==> src/hdl/sbs_pkg.sv <==
// Shared types and constants of the spectrum bin shaper.
// Used by every module under hdl; depends on nothing.
package sbs_pkg;

  localparam int GRID_SIZE   = 1024;
  localparam int TABLE_DEPTH = 1024;
  localparam int TAB_AW      = $clog2(TABLE_DEPTH);
  localparam int NCNT_W      = TAB_AW + 1;
  localparam int CRD_W       = 10;
  localparam int CNT_W       = 11;
  localparam int D2_W        = 2 * CRD_W + 1;
  localparam int ROOT_W      = (D2_W + 32 + 1) / 2;
  localparam int LAST_W      = 32 + NCNT_W + 1;
  localparam int QUEUE_DEPTH = 4;
  localparam int QUEUE_AW    = $clog2(QUEUE_DEPTH);

  localparam logic [ROOT_W-1:0] DIST_TINY = ROOT_W'(32768);

  localparam logic CMD_LOAD  = 1'b0;
  localparam logic CMD_SCALE = 1'b1;

  localparam int CFG_IDX_W = 2;
  localparam logic [CFG_IDX_W-1:0] CFG_K_FIRST     = 2'd0;
  localparam logic [CFG_IDX_W-1:0] CFG_K_STEP      = 2'd1;
  localparam logic [CFG_IDX_W-1:0] CFG_TABLE_COUNT = 2'd2;

  typedef struct packed {
    logic                    command;
    logic [9:0]              table_index;
    logic [31:0]             table_value;
    logic [CRD_W-1:0]        bin_x;
    logic [CRD_W-1:0]        bin_y;
    logic signed [31:0]      real_in;
    logic signed [31:0]      imag_in;
  } in_t;

  typedef struct packed {
    logic [CRD_W-1:0]        out_x;
    logic [CRD_W-1:0]        out_y;
    logic signed [31:0]      real_out;
    logic signed [31:0]      imag_out;
  } out_t;

  // Classified item: a load carries its index in x and its value in re.
  typedef struct packed {
    logic                    is_scale;
    logic [CRD_W-1:0]        x;
    logic [CRD_W-1:0]        y;
    logic [31:0]             re;
    logic [31:0]             im;
    logic [D2_W-1:0]         d2;
  } item_t;

  typedef struct packed {
    logic [31:0]             k_first;
    logic [31:0]             step;
    logic [NCNT_W-1:0]       n;
    logic [LAST_W-1:0]       last;
  } shape_t;

endpackage

==> src/hdl/sbs_front.sv <==
// Front end: takes input items, classifies them and folds bin coordinates.
// Depends on sbs_pkg.
module sbs_front import sbs_pkg::*; (
  input  logic  in_valid,
  output logic  in_ready,
  input  in_t   in_data,
  input  logic  q_full,
  output logic  q_push,
  output item_t q_item
);

  logic signed [13:0] dx, dy;
  logic [CRD_W-1:0]   ax, ay;

  always_comb begin
    if (in_data.bin_x < CRD_W'(GRID_SIZE / 2)) begin
      dx = 14'(in_data.bin_x);
    end else begin
      dx = 14'(GRID_SIZE - 1) - 14'(in_data.bin_x);
    end
    if (in_data.bin_y < CRD_W'(GRID_SIZE / 2)) begin
      dy = 14'(in_data.bin_y);
    end else begin
      dy = 14'(GRID_SIZE - 1) - 14'(in_data.bin_y);
    end
    ax = (dx < 0) ? CRD_W'(-dx) : CRD_W'(dx);
    ay = (dy < 0) ? CRD_W'(-dy) : CRD_W'(dy);
  end

  always_comb begin
    in_ready = !q_full;
    q_push   = in_valid && !q_full;
    q_item.is_scale = (in_data.command == CMD_SCALE);
    q_item.d2 = D2_W'(ax * ax) + D2_W'(ay * ay);
    q_item.y  = in_data.bin_y;
    q_item.im = in_data.imag_in;
    if (in_data.command == CMD_SCALE) begin
      q_item.x  = in_data.bin_x;
      q_item.re = in_data.real_in;
    end else begin
      q_item.x  = in_data.table_index;
      q_item.re = in_data.table_value;
    end
  end

endmodule

==> config.mk <==
export PLATFORM = sky130hd
export DESIGN_NAME = sbs_front
export DESIGN_NICKNAME = d
export VERILOG_FILES = /design/src/hdl/sbs_pkg.sv /design/src/hdl/sbs_front.sv
export SDC_FILE = /design/constraint.sdc
export NUM_CORES = 1
export LEC_CHECK = 0
export ABC_AREA = 1
export BUFFER_PORTS_ARGS = -buffer_cell sky130_fd_sc_hd__buf_2
export CAP_MARGIN = 0
export CORE_MARGIN = 3
export CORE_UTILIZATION = 35
export DETAILED_ROUTE_END_ITERATION = 10
export GPL_TIMING_DRIVEN = 0
export SETUP_SLACK_MARGIN = 0.2
export SLEW_MARGIN = 20
export SYNTH_ARGS = -nofsm -noshare
export SYNTH_HDL_FRONTEND = slang
export SYNTH_SLANG_ARGS = --single-unit
==> constraint.sdc <==
create_clock -name vclk -period 20.3
set_input_delay 3.045 -clock vclk [all_inputs]
set_output_delay 3.045 -clock vclk [all_outputs]
set_load 0.02 [all_outputs]
======== Word level (Yosys, flattened, before mapping) ========
Index checks and enable logic that the tools add are counted.
Widths: inputs -> output; s select.
cells by class
  add/subtract/negate cells ............... 5
  multiply operators ...................... 2
  magnitude comparators ................... 4
  mux-type cells .......................... 6
  reduce and logical (&&, ||, !) cells .... 2
operators by type and width
  kind                    number
  $mul 10x10->20          2
  $mux 32                 1
  $mux 10                 3
  $lt 14x1->1 const B     2
  $mux 14                 2
  $sub 10x10->11 const A  2
  $add 20x20->21          1
  $lt 10x10->1 const B    2
  $neg 10->10             2
  $logic_and 1x1->1       1
  $logic_not 1->1         1
storage, ports and cells
  bits in registers ....................... 0
  output and inout bits ................... 108
  word-level logic and storage cells ...... 19

======== Depth between registers and ports, before layout ========
  depth in word-level cells ............... 6
  gate-level depth with buffers ........... 27
  gate-level depth less buffers ........... 26

======== Worst setup path before layout ========
OpenSTA, ideal clock, no wires.
  path kind ............................... input to output
  from .................................... input in_data[83] in the netlist's numbering
  to ...................................... output q_item[11] in the netlist's numbering
  data arrival time ....................... 8.440 ns
  data required time ...................... 17.255 ns
  slack ................................... 8.815 ns
  stages on the path ...................... 22
  cell sequence ........................... buf_6 xnor2_1 inv_1 nand2_1 fa_1 inv_1 fa_1 inv_1 fa_1 inv_1 fa_1 fa_1 fa_1 inv_1 fa_1 inv_1 ha_1 nand2_1 nor2_1 nand3_1 nand3_1 xor2_1
RTL lines
  what                line            text
  start: declaration  sbs_front.sv:6  input in_t in_data,
  end: declaration    sbs_front.sv:9  output item_t q_item

==> flow_metrics.tcl <==
set metrics [dict create \
    nClkBuffers 0 \
    die_area_um2 19000 \
    yosysSeqAreaShare_pct 0 \
    post-route-period-util_pct 60.3 \
    min_path_type "in -> out" \
    critical_path_required_ns 17.26 \
    vias 5082 \
    mostFrequentLayoutCells "206 x buf_2, 187 x inv_1, 103 x fa_1" \
    max_stage_delay_ns 0.75 \
    routed_via_density 4.45 \
    outcome "complete, no violations" \
    wl_mm 16.2 \
    drt_iter0_drc 184 \
    slowest_stage "xnor2_1" \
    grt_pass1_wl_mm 25.7 \
    diodes 0 \
    dr.pass1.iters 4 \
    syn_area_um2 6090 \
    coreArea_um2 16800 \
    wl_per_cell_um 14.2 \
    final_net_count 1239 \
    num_io_pins 237 \
    ys_warn_count 0 \
    worst_slew_pin_slew_ns 0.921 \
    grt_pass1_vias 5042 \
    rows 47 \
    critPathCaptureType "output port" \
    max_slew_margin_pct 38.2 \
    grt_max_degree 11 \
    report.final.slew_viol_count 0 \
    maxCapViolCount 0 \
    fillerInstances 1772 \
    grt-ovfl-total 0 \
    cts_setup_buffers 0 \
    syn2layout_area_growth_pct 21.1 \
    worst_ep_arrival_time_ns 9.20 \
    worstSetupStartpointType "primary input" \
    ant_nets 0 \
    post-route-min-period_ns 12.25 \
    critical_path.top_delay_family "adder cells" \
    finalSetupViolations 0 \
    synth_cell_types 29 \
    crit_fanout 10 \
    antenna_found_initial 0 \
    fmax_mhz 81.6 \
    path_class "in -> out" \
    die_h_um 138 \
    rsz0062_at_grt "no" \
    crit_top_cell "fa_1" \
    mostFrequentLayoutCell "buf_2" \
    place_congestion 0.911 \
    hold_viol 0 \
    syn-num-nets 1035 \
    postCtsHoldBufs 0 \
    seq_area_um2 0 \
    track_usage_pct 17.3 \
    synthCells 721 \
    drc 0 \
    port_buffers 202 \
    dp_hpwl_mm 15.3 \
    die_w_um 138 \
    drive_gt1_share_pct 34.3 \
    avgSynthCellArea_um2 8.44 \
    setup-tns-final_ns 0 \
    cts_resized 0 \
    worst-path-buf-inv 8 \
    initial_core_util_pct 36.2 \
    n_sequential_cell 0 \
]
[cell type report]
type | count | area (um2) | share of cell area, %
buffer | 52 | 393 | 5.33
inverter | 190 | 713 | 9.67
multi-input combinational | 479 | 4980 | 67.5
tap | 220 | 275 | 3.73
timing repair buffer | 202 | 1010 | 13.7
[path summary, 6_finish.rpt]
path                     from  slack (ns)  cells past startpoint    endpoint
setup / recovery  in_data[83]        8.05                     25  q_item[20]
hold / removal    in_data[31]        6.31                      2  q_item[52]
[logic make-up after synthesis]
logic type / Yosys count / synth area share [%]
buf+inv: 242 / 18.2
simple gates: 195 / 13.2
fa+ha+maj: 185 / 50.7
mux: 42 / 7.77
xor+xnor: 31 / 7.73
compound gates: 26 / 2.41
[cell usage after synthesis (all sizes together)]
cell	number	area share (%)
a21o	1	0.12
a21oi	16	1.3
and2	2	0.21
buf	50	6.3
clkbuf	2	0.12
fa	103	34
ha	82	17
inv	190	12
mux2	42	7.8
nand2	91	5.6
nand3	16	1.3
nor2	78	5.3
nor3	6	0.49
o21ai	5	0.41
o21bai	3	0.43
o31ai	1	0.12
or2	2	0.21
xnor2	19	6.0
xor2	12	1.7
[metrics by stage]
stage	cells	utilization, %	hold WS, ns	cell area, um2	worst slack, ns
2_1_floorplan	721	-	6.17	6090	8.81
3_3_place_gp	1143	43.8	6.31	7370	8.07
3_5_place_dp	1143	43.8	6.31	7370	8.04
4_1_cts	1143	43.8	6.31	7370	8.02
5_1_grt	1143	43.8	6.31	7370	7.62
6_report	1143	43.8	6.31	7370	8.05
[metal layers]
metal | vias up | track usage (%) | part of all wire, % | routed length, um
li1 | 2513 | - | - | -
met1 | 2400 | 21.0 | 38 | 6120
met2 | 159 | 34.0 | 55 | 8960
met3 | 10 | 0.798 | 4.9 | 793
met4 | 0 | 3.07 | 2.3 | 368
met5 | - | 0 | 0 | 0
Power is not shown: default switching activity piles up to over one toggle a cycle in this logic, so the estimate is an artifact.
