--- src/hdl/sbs_pkg.sv ---
// Shared types and constants of the spectrum bin shaper.
// Used by every module under hdl; depends on nothing.
package sbs_pkg;

  localparam int GRID_SIZE   = 1024;
  localparam int TABLE_DEPTH = 1024;
  localparam int TAB_AW      = $clog2(TABLE_DEPTH);
  localparam int NCNT_W      = TAB_AW + 1;
  localparam int CRD_W       = 10;
  localparam int CNT_W       = 11;
  localparam int D2_W        = 2 * CRD_W + 1;
  localparam int ROOT_W      = (D2_W + 32 + 1) / 2;
  localparam int LAST_W      = 32 + NCNT_W + 1;
  localparam int QUEUE_DEPTH = 4;
  localparam int QUEUE_AW    = $clog2(QUEUE_DEPTH);

  localparam logic [ROOT_W-1:0] DIST_TINY = ROOT_W'(32768);

  localparam logic CMD_LOAD  = 1'b0;
  localparam logic CMD_SCALE = 1'b1;

  localparam int CFG_IDX_W = 2;
  localparam logic [CFG_IDX_W-1:0] CFG_K_FIRST     = 2'd0;
  localparam logic [CFG_IDX_W-1:0] CFG_K_STEP      = 2'd1;
  localparam logic [CFG_IDX_W-1:0] CFG_TABLE_COUNT = 2'd2;

  typedef struct packed {
    logic                    command;
    logic [9:0]              table_index;
    logic [31:0]             table_value;
    logic [CRD_W-1:0]        bin_x;
    logic [CRD_W-1:0]        bin_y;
    logic signed [31:0]      real_in;
    logic signed [31:0]      imag_in;
  } in_t;

  typedef struct packed {
    logic [CRD_W-1:0]        out_x;
    logic [CRD_W-1:0]        out_y;
    logic signed [31:0]      real_out;
    logic signed [31:0]      imag_out;
  } out_t;

  // Classified item: a load carries its index in x and its value in re.
  typedef struct packed {
    logic                    is_scale;
    logic [CRD_W-1:0]        x;
    logic [CRD_W-1:0]        y;
    logic [31:0]             re;
    logic [31:0]             im;
    logic [D2_W-1:0]         d2;
  } item_t;

  typedef struct packed {
    logic [31:0]             k_first;
    logic [31:0]             step;
    logic [NCNT_W-1:0]       n;
    logic [LAST_W-1:0]       last;
  } shape_t;

endpackage

--- src/hdl/sbs_queue.sv ---
// Short item queue between the front end and the back end.
// Depends on sbs_pkg.
module sbs_queue import sbs_pkg::*; (
  input  logic  clk,
  input  logic  rst_n,
  input  logic  push,
  input  item_t push_item,
  output logic  full,
  input  logic  pop,
  output logic  empty,
  output item_t head
);

  item_t               mem_r [QUEUE_DEPTH];
  logic [QUEUE_AW-1:0] wr_r, rd_r;
  logic [QUEUE_AW:0]   cnt_r;

  assign full  = (cnt_r == (QUEUE_AW+1)'(QUEUE_DEPTH));
  assign empty = (cnt_r == '0);
  assign head  = mem_r[rd_r];

  always_ff @(posedge clk) begin
    if (push) begin
      mem_r[wr_r] <= push_item;
    end
  end

  always_ff @(posedge clk) begin
    if (!rst_n) begin
      wr_r  <= '0;
      rd_r  <= '0;
      cnt_r <= '0;
    end else begin
      if (push) begin
        wr_r <= wr_r + 1'b1;
      end
      if (pop) begin
        rd_r <= rd_r + 1'b1;
      end
      if (push && !pop) begin
        cnt_r <= cnt_r + 1'b1;
      end else if (pop && !push) begin
        cnt_r <= cnt_r - 1'b1;
      end
    end
  end

`ifndef ASSERT_OFF
  a_no_overflow: assert property (@(posedge clk) disable iff (!rst_n) push |-> !full)
    else $error("queue push while full");
  a_no_underflow: assert property (@(posedge clk) disable iff (!rst_n) pop |-> !empty)
    else $error("queue pop while empty");
  a_count_bound: assert property (@(posedge clk) disable iff (!rst_n)
    cnt_r <= (QUEUE_AW+1)'(QUEUE_DEPTH))
    else $error("queue count out of range");
  a_ptr_track: assert property (@(posedge clk) disable iff (!rst_n)
    (wr_r - rd_r) == cnt_r[QUEUE_AW-1:0])
    else $error("queue pointers disagree with count");
`endif

endmodule

--- config.mk ---
export PLATFORM = sky130hd
export DESIGN_NAME = sbs_queue
export DESIGN_NICKNAME = d
export VERILOG_FILES = /design/src/hdl/sbs_pkg.sv /design/src/hdl/sbs_queue.sv
export SDC_FILE = /design/constraint.sdc
export NUM_CORES = 1
export LEC_CHECK = 0
export ABC_AREA = 0
export BUFFER_PORTS_ARGS = -buffer_cell sky130_fd_sc_hd__buf_2
export CAP_MARGIN = 0
export CORE_MARGIN = 2
export CORE_UTILIZATION = 57
export CTS_CLUSTER_DIAMETER = 50
export DETAILED_ROUTE_END_ITERATION = 12
export PLACE_DENSITY = 0.9
export SETUP_SLACK_MARGIN = 0.3
export SYNTH_ARGS = -nofsm -noshare
export SYNTH_HDL_FRONTEND = slang
export SYNTH_SLANG_ARGS = --single-unit
--- constraint.sdc ---
create_clock -name clk -period 6.3 [get_ports clk]
set_clock_uncertainty 0.2 [all_clocks]
set_input_delay 1.89 -clock clk [delete_from_list [all_inputs] [get_ports clk]]
set_output_delay 1.89 -clock clk [all_outputs]
set_load 0.005 [all_outputs]
# Yosys cells after proc, flatten, opt, wreduce, memory -nomap -nowiden
# Memories as Yosys holds them, arrays and structs flattened. A register that Yosys moved wholly into a read port is not among the register bits.
# Index checks and enable logic that the tools add are counted.
# W data, S select, Z words.
[totals]
ff_bits = 7
mem_bits_rw = 424
in_bits = 110
out_inout_bits = 108
wordCells = 21
memories = 1
[mem_list]
columns = ["name", "depth", "word_bits", "read_ports", "rd_ports_with_merged_regs", "wr", "line_no", "source"]
rows = [
  ["mem_r", 4, 106, 1, 1, 1, "sbs_queue.sv:14", "item_t mem_r [QUEUE_DEPTH];"],
]
[op_classes]
n_addsub = 4
eq_ne = 1
mux = 6
n_reduce_logical = 6
[op_table]
columns = ["cell", "count"]
rows = [
  ["$mux W3", 2],
  ["$add A2 B1 Y2 const B", 2],
  ["$mux W2", 2],
  ["$add A3 B1 Y3 const B", 1],
  ["$eq A3 B3 Y1 const B", 1],
  ["$logic_not A3 Y1", 1],
  ["$sub A3 B1 Y3 const B", 1],
  ["$logic_and A1 B1 Y1", 2],
  ["$logic_not A1 Y1", 2],
  ["$mux W1", 2],
  ["$reduce_bool A2 Y1", 1],
]

# Logic depth before layout (Yosys ltp)
[logic_depth]
word_depth = 4
mapped_depth = 7
depth_no_buf = 7

# Least setup slack after synthesis
# Ideal clock, no wire load.
[synth_path]
path_kind = "input -> register"
from = "in push"
to = "mem mem_r[0][0] in the netlist's numbering, enable pin"
setup_time_ns = 0.477
arrival_time_ns = 4.333
required_ns = 5.623
slack_ns = 1.291
path_stages = 1
path_buffers = 0
path_cell_list = "and2_1"
[synth_via]
elab_chain_len = 2
[synth_rtl]
columns = ["element", "line_no", "source"]
rows = [
  ["from (decl)", "sbs_queue.sv:6", "input logic push,"],
  ["$mux W1", "sbs_queue.sv:23", "if (push) begin"],
  ["$mux W1 (implied by the code)", "sbs_queue.sv:24", "mem_r[wr_r] <= push_item;"],
  ["to (decl)", "sbs_queue.sv:14", ""],
]
# No other way between the ends.

==> impl_results.md <==
* Run status: completed
* Crit start category: register
* IR drop worst, VDD at 0.274 mV
* Highest clock rate at 0.219 GHz
* Critical Path RT at 4.21 ns
* DR pass1 iterations at 5
* DIE HEIGHT at 170 um
* #FFs+latches synth at 433
* Initial antenna violation count at 6
* Fraction of layout cells with a size suffix above 1 at 45.9%
* Synth area leader: edfxtp_1
* H-Tree Depth at 2
* Fin util at 69.3%
* Hold Slack at 0.312 ns
* Most common cell in the netlist: edfxtp_1
* Core Rows at 60
* Mean post-synth cell area at 26.4 sq um
* Top cells by area, synth: edfxtp_1, mux4_2, dfxtp_1
* Asr flop ratio synth at 0%
* Top FF cell, synth: edfxtp_1
* Area share of fa/ha/maj cells after synthesis at 0.525%
* Slew Viols, Final at 0
* Number of top-level pins at 218
* Post-CTS setup buffer count at 0
* TNS Setup at 0 ns
* CTS Sinks at 433
* Post-synth top cells: edfxtp_1, mux4_2, buf_2
* Simple-gate portion of the synthesized area at 0.581%
* # placed instances at 1137
* Worst hold path type: register to register
* CP max stage cell: mux4_2
* Routed Antenna Nets at 0
* Area Overhead vs Synth at 19.1%
* Setup-failing EPs final at 0
* Post-CTS sizing at 0
* Total grt overflow at 0
* Hold Violations, Final at 0
* CTS root buf: clkbuf_16
* Tmin final at 4.56 ns
* DIE AREA at 0.0289 sq mm
* Gr usage total at 20.5%
* Synth top area share at 80.9%
* Syn_nets at 713
* Via Count at 7080
* Clock buffer depth at 3
* Routed wire per std cell at 23.6 um
* DRC at 0
* Placer Congestion at 0.741
* Nets at 957
* Vias per inst at 5.79
* Cell area after synthesis at 0.0157 sq mm
* Maximum fanout along the worst path at 98
* CTS tree: built
* Clock Pin Slew Worst Setup and Hold Paths at 0.06 ns
* Overall Power at 6560 uW
* Final non-filler cell total at 1223
* Multiplexer share of the synthesized area at 15.3%
* Total CTS buffers at 43
* Die X at 170 um
* PortBufs at 217
* Post-DP HPWL at 16800 um
* Initial core utilization at 58.2%
* Max-cap violations at 0
* Number of global-route vias before repair at 7476
* Leak Pwr at 0.00633 uW
* Routed wire length at 28900 um
* Post-synthesis sequential area ratio at 82.1%
* Fin crit share at 72.4%
* Core Area at 0.0270 sq mm
* CP endpoint kind: primary output
* Synth cell types at 21
* EDFF count, synth at 424
* RSZ-0062 raised after global routing: no
* Syn Inst Count at 597
* Max-slew headroom at 43.1%
* Fillers at 1580
* Initial DRC count at 611
* Largest family of logic cells by synthesized area: multiplexers
* Hold-fix buffers, CTS at 0
* Largest net degree at the start of global routing at 99
* Synth Area in Compound Gates at 0.0795%
* Worst path cell trace: buf_12, mux4_2, buf_2
* YS warnings at 0
* First-pass GRT wire length at 43800 um
* Worst stage delay on the critical path at 0.61 ns
* Setup CP Type: register to primary output
* Critical Path AT at 2.47 ns
* Worst-Skew Late Latency at 0.53 ns
* Least-Margin Pin Slew at 0.853 ns
* Post-synthesis xor/xnor area fraction at 0.278%
* PD cells at 350 mW/mm^2
## final timing paths
kind	from	endpoint	slack, ns	depth (start not counted)
setup / recovery	register	head[4]	1.74	3
hold / removal	cnt_r[2]$_SDFFE_PN0P_	cnt_r[2]$_SDFFE_PN0P_	0.31	2
setup reg to reg	wr_r[0]$_SDFFE_PN0P_	mem_r[3][105]$_DFFE_PP_	4.07	3
hold reg to reg	cnt_r[2]$_SDFFE_PN0P_	cnt_r[2]$_SDFFE_PN0P_	0.31	2
## kinds of logic (layout without fill, tap and decap cells)
kind of cell,after synthesis,in the layout
flops,433,433
mux,108,108
buf+inv,28,306
simple gates,15,15
fa+ha+maj,6,6
xor+xnor,5,5
compound gates,2,2
other cells,0,7
## where the power goes
group | internal [uW] | switching [uW]
Combinational | 269 | 270
Clock | 1620 | 1040
Sequential | 3310 | 51.2
## layer usage
layer | GRT usage, % | share of wire [%] | up-vias
li1 | - | - | 3073
met3 | 5.74 | 8.4 | 59
met4 | 6.69 | 2.6 | 2
met2 | 33.6 | 51 | 263
met5 | 0 | 0.045 | -
met1 | 26.9 | 38 | 3683
## area by class of cell
type                       count  area [sq um]  area share [%]
clock buffer                  52          1170            6.26
timing repair buffer         223          1210            6.44
multi-input combinational    136          2650            14.1
antenna                        7          17.5          0.0935
sequential                   433         12900            68.9
inverter                       4          15.0          0.0801
tap                          341           427            2.28
clock inverter                27           337            1.80
## worst max-delay path, delay by kind of cell (launching register included)
| family | cells | cell delay, ns |
|---|---|---|
| DFF | 1 | 0.46 |
| muxes | 1 | 0.61 |
| buffers and inverters | 2 | 0.74 |
## cells in the final DEF, fill, tap and decap left out, types with 3 or more instances in the layout
master and count:
clkbuf_16 45, buf_12 6, clkinv_4 3, clkinv_2 6
xor2_1 3, buf_2 217, inv_1 4, and2_1 5
diode_2 7, clkbuf_1 5, ha_1 5, mux4_2 106
dfxtp_1 7, edfxtp_1 424, clkinv_1 7, bufinv_16 7
and2_4 4
## state kept, by name, indices dropped and copies added, names as in the netlist, named ones only
signal,count
cnt_r,3
mem_r,424
rd_r,2
wr_r,2
## per-stage QoR
| stage | worst slack [ns] | instance area, sq um |
|---|---|---|
| 6_report | 1.74 | 18700 |
| 5_1_grt | 1.54 | 18700 |
| 4_1_cts | 1.66 | 18700 |
| 3_5_place_dp | 2.24 | 17200 |
| 3_3_place_gp | 2.24 | 17200 |
| 2_1_floorplan | 1.29 | 15700 |
Power figures use the tool's default switching activity.
